File: src/rtl/core/tracking_wheel_odometry_assert.svh
// Assertion macros for the odometry RTL
`ifndef TRACKING_WHEEL_ODOMETRY_ASSERT_SVH
`define TRACKING_WHEEL_ODOMETRY_ASSERT_SVH

// Clocked implication, muted while reset is held
`define TWO_ASSERT_IMP(label, ante, cons, msg) \
    label: assert property (@(posedge i_clk) disable iff (!i_rst_n) (ante) |-> (cons)) \
        else $error(msg);

// Clocked next-cycle implication
`define TWO_ASSERT_NXT(label, ante, cons, msg) \
    label: assert property (@(posedge i_clk) disable iff (!i_rst_n) (ante) |=> (cons)) \
        else $error(msg);

`endif

File: src/rtl/core/two_pkg.sv
package two_pkg;

    localparam int CordicSteps = 16;
    localparam int StepW = 5;

    localparam logic signed [15:0] HalfTurn = 16'sd11520;
    localparam logic signed [15:0] FullTurn = 16'sd23040;
    localparam logic signed [15:0] QuarterTurn = 16'sd5760;
    localparam logic signed [21:0] RadPerUnitQ32 = 22'sd1171271;
    localparam logic signed [33:0] CordicX0 = 34'sd652032875;

    typedef enum logic [2:0] {
        S_IDLE,
        S_PREP,
        S_TURN,
        S_ROT,
        S_MUL,
        S_ACC,
        S_OUT
    } t_state;

    // controller -> datapath
    typedef struct packed {
        logic load;
        logic set_pose;
        logic prep;
        logic turn;
        logic rot_step;
        logic mul;
        logic acc;
    } t_cmd;

    // datapath -> controller
    typedef struct packed {
        logic rot_done;
    } t_status;

    function automatic logic [22:0] atan_val(input logic [StepW-1:0] i);
        logic [22:0] r;
        case (i)
            5'd0: r = 23'd737280;
            5'd1: r = 23'd435242;
            5'd2: r = 23'd229970;
            5'd3: r = 23'd116736;
            5'd4: r = 23'd58595;
            5'd5: r = 23'd29326;
            5'd6: r = 23'd14667;
            5'd7: r = 23'd7334;
            5'd8: r = 23'd3667;
            5'd9: r = 23'd1833;
            5'd10: r = 23'd917;
            5'd11: r = 23'd458;
            5'd12: r = 23'd229;
            5'd13: r = 23'd115;
            5'd14: r = 23'd57;
            5'd15: r = 23'd29;
            5'd16: r = 23'd14;
            5'd17: r = 23'd7;
            5'd18: r = 23'd4;
            5'd19: r = 23'd2;
            5'd20: r = 23'd1;
            default: r = 23'd0;
        endcase
        return r;
    endfunction

    // Wrap an 18-bit angle into +-HalfTurn; three folds cover inputs within HalfTurn plus three FullTurns
    function automatic logic signed [15:0] wrap_angle(input logic signed [17:0] a);
        logic signed [17:0] v;
        v = a;
        for (int k = 0; k < 3; k++) begin
            if (v > 18'(HalfTurn)) begin
                v = v - 18'(FullTurn);
            end else if (v < -18'(HalfTurn)) begin
                v = v + 18'(FullTurn);
            end
        end
        return v[15:0];
    endfunction

endpackage

File: src/rtl/core/two_ctrl.sv
module two_ctrl
    import two_pkg::*;
(
    input  logic    i_clk,
    input  logic    i_rst_n,
    input  logic    i_in_fire,
    input  logic    i_mode,
    input  logic    i_out_free,
    input  t_status i_status,
    output t_cmd    o_cmd,
    output logic    o_busy,
    output logic    o_out_load
);

    t_state r_state, n_state;

    always_ff @(posedge i_clk) begin
        if (!i_rst_n) begin
            r_state <= S_IDLE;
        end else begin
            r_state <= n_state;
        end
    end

    always_comb begin
        n_state = r_state;
        o_cmd = '0;
        o_out_load = 1'b0;
        case (r_state)
            S_IDLE: begin
                if (i_in_fire) begin
                    o_cmd.load = 1'b1;
                    n_state = i_mode ? S_OUT : S_PREP;
                    o_cmd.set_pose = i_mode;
                end
            end
            S_PREP: begin
                o_cmd.prep = 1'b1;
                n_state = S_TURN;
            end
            S_TURN: begin
                o_cmd.turn = 1'b1;
                n_state = S_ROT;
            end
            S_ROT: begin
                o_cmd.rot_step = 1'b1;
                if (i_status.rot_done) begin
                    n_state = S_MUL;
                end
            end
            S_MUL: begin
                o_cmd.mul = 1'b1;
                n_state = S_ACC;
            end
            S_ACC: begin
                o_cmd.acc = 1'b1;
                n_state = S_OUT;
            end
            S_OUT: begin
                if (i_out_free) begin
                    o_out_load = 1'b1;
                    n_state = S_IDLE;
                end
            end
            default: n_state = S_IDLE;
        endcase
    end

    assign o_busy = (r_state != S_IDLE);

endmodule

File: config.mk
export PLATFORM = sky130hd
export DESIGN_NAME = two_ctrl
export DESIGN_NICKNAME = d
export VERILOG_FILES = /design/src/rtl/core/tracking_wheel_odometry_assert.svh /design/src/rtl/core/two_pkg.sv /design/src/rtl/core/two_ctrl.sv
export SDC_FILE = /design/constraint.sdc
export NUM_CORES = 1
export LEC_CHECK = 0
export ABC_AREA = 1
export BUFFER_PORTS_ARGS = -buffer_cell sky130_fd_sc_hd__buf_2
export CORE_AREA = 2 2 39 41
export DETAILED_ROUTE_END_ITERATION = 16
export DIE_AREA = 0 0 41 43
export HOLD_SLACK_MARGIN = 0.1
export SETUP_SLACK_MARGIN = 0.02
export SYNTH_ARGS = -nofsm -noshare
export SYNTH_HDL_FRONTEND = slang
export SYNTH_SLANG_ARGS = --single-unit
File: constraint.sdc
create_clock -name i_clk -period 1 [get_ports i_clk]
set_clock_uncertainty 0.1 [all_clocks]
set_input_delay 0.2 -clock i_clk [delete_from_list [all_inputs] [get_ports i_clk]]
set_output_delay 0.2 -clock i_clk [all_outputs]
set_load 0.1 [all_outputs]
* Word-level counts from Yosys, hierarchy flattened
Index checks and enable logic that the tools add are counted.
** Word-level totals
- Register bits :: 3
- Input bits :: 6
- Output and inout bits :: 9
- Word-level logic and storage cells :: 27
** Cells by class
- Eq/ne operators :: 9
- Muxes and demuxes :: 14
- Reduce and logical (&&, ||, !) cells :: 3
** Operator list (number)
- 3-bit one-hot mux with 7 select lines :: 1
- 3-bit 2-to-1 mux :: 4
- 3-bit == test, second input constant :: 3
- 1-bit 2-to-1 mux :: 7
- 3-bit by 2-bit == test with 1-bit output, second input constant :: 2
- 2-bit != test, second input constant :: 3
- 2-bit 2-to-1 mux :: 2
- 3-bit by 1-bit == test with 1-bit output, second input constant :: 1
- 3-bit zero test :: 1
- 3-bit AND reduction :: 1
- 3-bit nonzero test :: 1

* Longest topological paths before layout
- Word-level depth :: 3
- Mapped depth :: 7
- Depth with buffers taken out :: 7

* Worst setup path before layout
Ideal clock, no wire load.
- Kind :: flip-flop to output port
- From :: register r_state[2]
- To :: output o_out_load
- Arrival time :: 2.563 ns
- Data required time :: 0.700 ns
- Path slack :: -1.863 ns
- Cell stages (with the launch flop) :: 3
- Path buffers :: 0
- Cell sequence :: dfxtp_1 > nand2_1 > nor3_1
** On the way
- Word-level cells in the longest chain between the ends :: 2
** RTL lines
- start, declared :: RTL line two_ctrl.sv:15 : t_state r_state, n_state;
- start signal, assigned :: RTL line two_ctrl.sv:21 : r_state <= n_state;
- 3-bit == test :: RTL line two_ctrl.sv:29 : case (r_state)
- 1-bit 2-to-1 mux :: RTL line two_ctrl.sv:29
- end, declared :: RTL line two_ctrl.sv:12 : output logic o_out_load
No other way between the ends.

==> key figures <==
Setup path
  – FF-to-FF Start: r_state[1]
  – Startpoint type of the worst setup path: flop
  – CP Capture Type: output pin
  – Critical Path Start: r_state[1]
  – Crit Path Max Fanout: 3
  – WP data required: 0.70 ns
  – Worst setup path class: flop to output pin
  – Critical path arrival: 1.16 ns

GRT
  – GR Util All Layers: 12.4%
  – Met3 layer usage reported by global route: 3.14%
  – Global-route wire length before repair: 1560 um
  – Global routing's busiest layer: met2
  – Total congestion overflow: 0
  – Pin count of the biggest net entering global routing: 8
  – Vias in the first global route: 387
  – Antenna violations before repair: 0
  – Met2 routing resource usage after global routing: 19.1%
  – Met1 Resource Use GR: 17.0%

STA
  – Worst-case hold slack: 0.123 ns
  – Number of hold violations in the final report: 0
  – Final worst path period share: 146%
  – Highest Clock Rate: 687 MHz
  – Max-slew headroom: 87.0%
  – Count of endpoints failing setup in the final report: 12
  – Slew Viols, Final: 0
  – Final worst setup slack: -0.457 ns
  – Measured slew at the worst slew-check pin: 0.195 ns
  – RSZ-0062 raised after global routing: yes
  – Final critical path time including I/O delays and setup: 1.46 ns

Yosys
  – Number of register bits inferred by synthesis: 3
  – Post-synthesis cell count: 50
  – Mean Syn Cell Area: 5.56 sq um
  – Top flip-flop cell by instance count after synthesis: dfxtp_1
  – Fraction of registers with async set or reset after synthesis: 0%
  – Most frequent cells after synthesis: nor2_1, inv_1, nand2_1
  – Sequential share of the synthesized area: 21.6%
  – Count of distinct cell types in the synthesized netlist: 13
  – Area share of the largest cell type after synthesis: 21.6%
  – Leading area contributor after synthesis: dfxtp_1
  – Synth area leaders: dfxtp_1, nor2_1, inv_1
  – Yosys warning total: 0
  – Most common cell in the netlist: nor2_1
  – Total nets after synthesis: 56
  – Netlist area before placement: 278 sq um
  – Number of flops mapped to enable cells by yosys: 0

Layout
  – Final standard cell count with taps included and fillers excluded: 95
  – Register with the most flip-flops: r_state
  – Number of antenna diodes: 0
  – Number of flip-flops in the largest register: 3
  – Layout Area Growth over Synthesis: 178%
  – Proportion of layout cells with a drive suffix above 1: 75.9%
  – Total number of nets in the final design: 86
  – Largest registers: r_state (3)
  – Util after Layout: 55.9%

Clock network
  – Clock latency of the later-clocked register in the worst-skew pair: 0.22 ns
  – Clk sink count: 3
  – TritonCTS Buffers: 3
  – Maximum buffer depth of the clock tree: 2
  – Clock-pin slew reported for the worst setup and hold paths after clock tree synthesis: 0.03 ns
  – H-Tree Depth: 1
  – Root buffer selected by CTS: clkbuf_4
  – Hold buffers post-CTS: 0
  – CTS tree: built

Die
  – Area of the die: 0.00176 sq mm
  – Number of top-level design ports: 15
  – Die outline width: 41 um
  – Initial cell density of the core: 20.1%
  – Number of rows in the core area: 14
  – Chip Height: 43 um
  – Core Footprint: 0.00138 sq mm

Place
  – Placer Congestion: 0.827
  – PortBufs: 14
  – Placed insts: 87
  – Setup Slack @ Placement: -0.270 ns
  – Total half-perimeter wirelength after legalization and detailed placement: 648 um

Routing
  – Total routed wirelength: 914 um
  – Number of DRC markers after the initial detailed-route iteration: 6
  – Routed length per instance: 9.62 um
  – Detailed-routing iteration count for the pre-antenna-repair pass: 4
  – Final ANT Viol Nets: 0
  – Via count: 404
  – Number of remaining DRC errors: 0
  – Via-to-Cell Ratio: 4.25

Flow run
  – Max-cap violations: 0

Worst hold path
  – Tightest Hold Check Type: input port to flop
  – Worst Hold Launch: i_rst_n

Outcome
  – Run status: complete, but fails checks
  – Violated checks: setup timing
## critical path, cell delays in order (launching register included)
cell and delay (ns):
dfxtp_4 0.37, inv_4 0.04, buf_6 0.11, nor2_4 0.09, nand2_2 0.07, clkinvlp_4 0.09, buf_12 0.16
## cell type report
cell class	instances	area, sq um
Fill cell	114	611
Sequential cell	3	71.3
Timing Repair Buffer	25	314
Tap cell	16	20.0
Inverter	12	56.3
Multi-Input combinational cell	35	285
Clock buffer	4	26.3
## layer usage
metal  wire length [um]  vias to the layer above
met1                349                      183
met3                 24                        2
met2                531                        9
met4                  8                        0
li1                   -                      210
met5                  0                        -
## cells by family after synthesis
| logic type | count (synthesis) | share of synthesized area, % |
|---|---|---|
| DFF | 3 | 21.6 |
| buffers and inverters | 12 | 16.2 |
| AOI/OAI and AO/OA | 4 | 8.56 |
| and+or+nand+nor | 31 | 53.6 |
## cell usage in the layout (no fill, tap or decap), types with 3 or more instances in the layout
master    synthesis  layout
nand2_4           0       5
dfxtp_4           0       3
buf_12            0       9
buf_2             0       5
buf_6             0       7
nor2_4            1       9
nor2_2            2       3
buf_4             0       4
nand2_1          10       6
clkbuf_4          0       3
inv_1            10       6
inv_4             0       3
## worst paths after layout
check	slack, ns	end	depth (start not counted)
setup / recovery	-0.46	o_cmd[3]	6
hold / removal	0.12	r_state[1]	3
setup reg to reg	-0.32	r_state[2]	8
hold reg to reg	0.66	r_state[2]	3
## through the flow
stage / area [sq um] / TNS, ns
2_1_floorplan: 342 / -6.35
3_3_place_gp: 619 / -2.58
3_5_place_dp: 619 / -2.70
4_1_cts: 699 / -4.73
5_1_grt: 773 / -5.38
6_report: 773 / -4.74
## timing repair
| action | in CTS | in global routing |
|---|---|---|
| gates resized for setup | 11 | 17 |
| endpoints found under the setup margin | 12 | 12 |
| setup buffers | 3 | 1 |
| pin swaps | 4 | 6 |
| gates cloned | 0 | 0 |
Power is not shown: default switching activity piles up to over one toggle a cycle in this logic, so the estimate is an artifact.
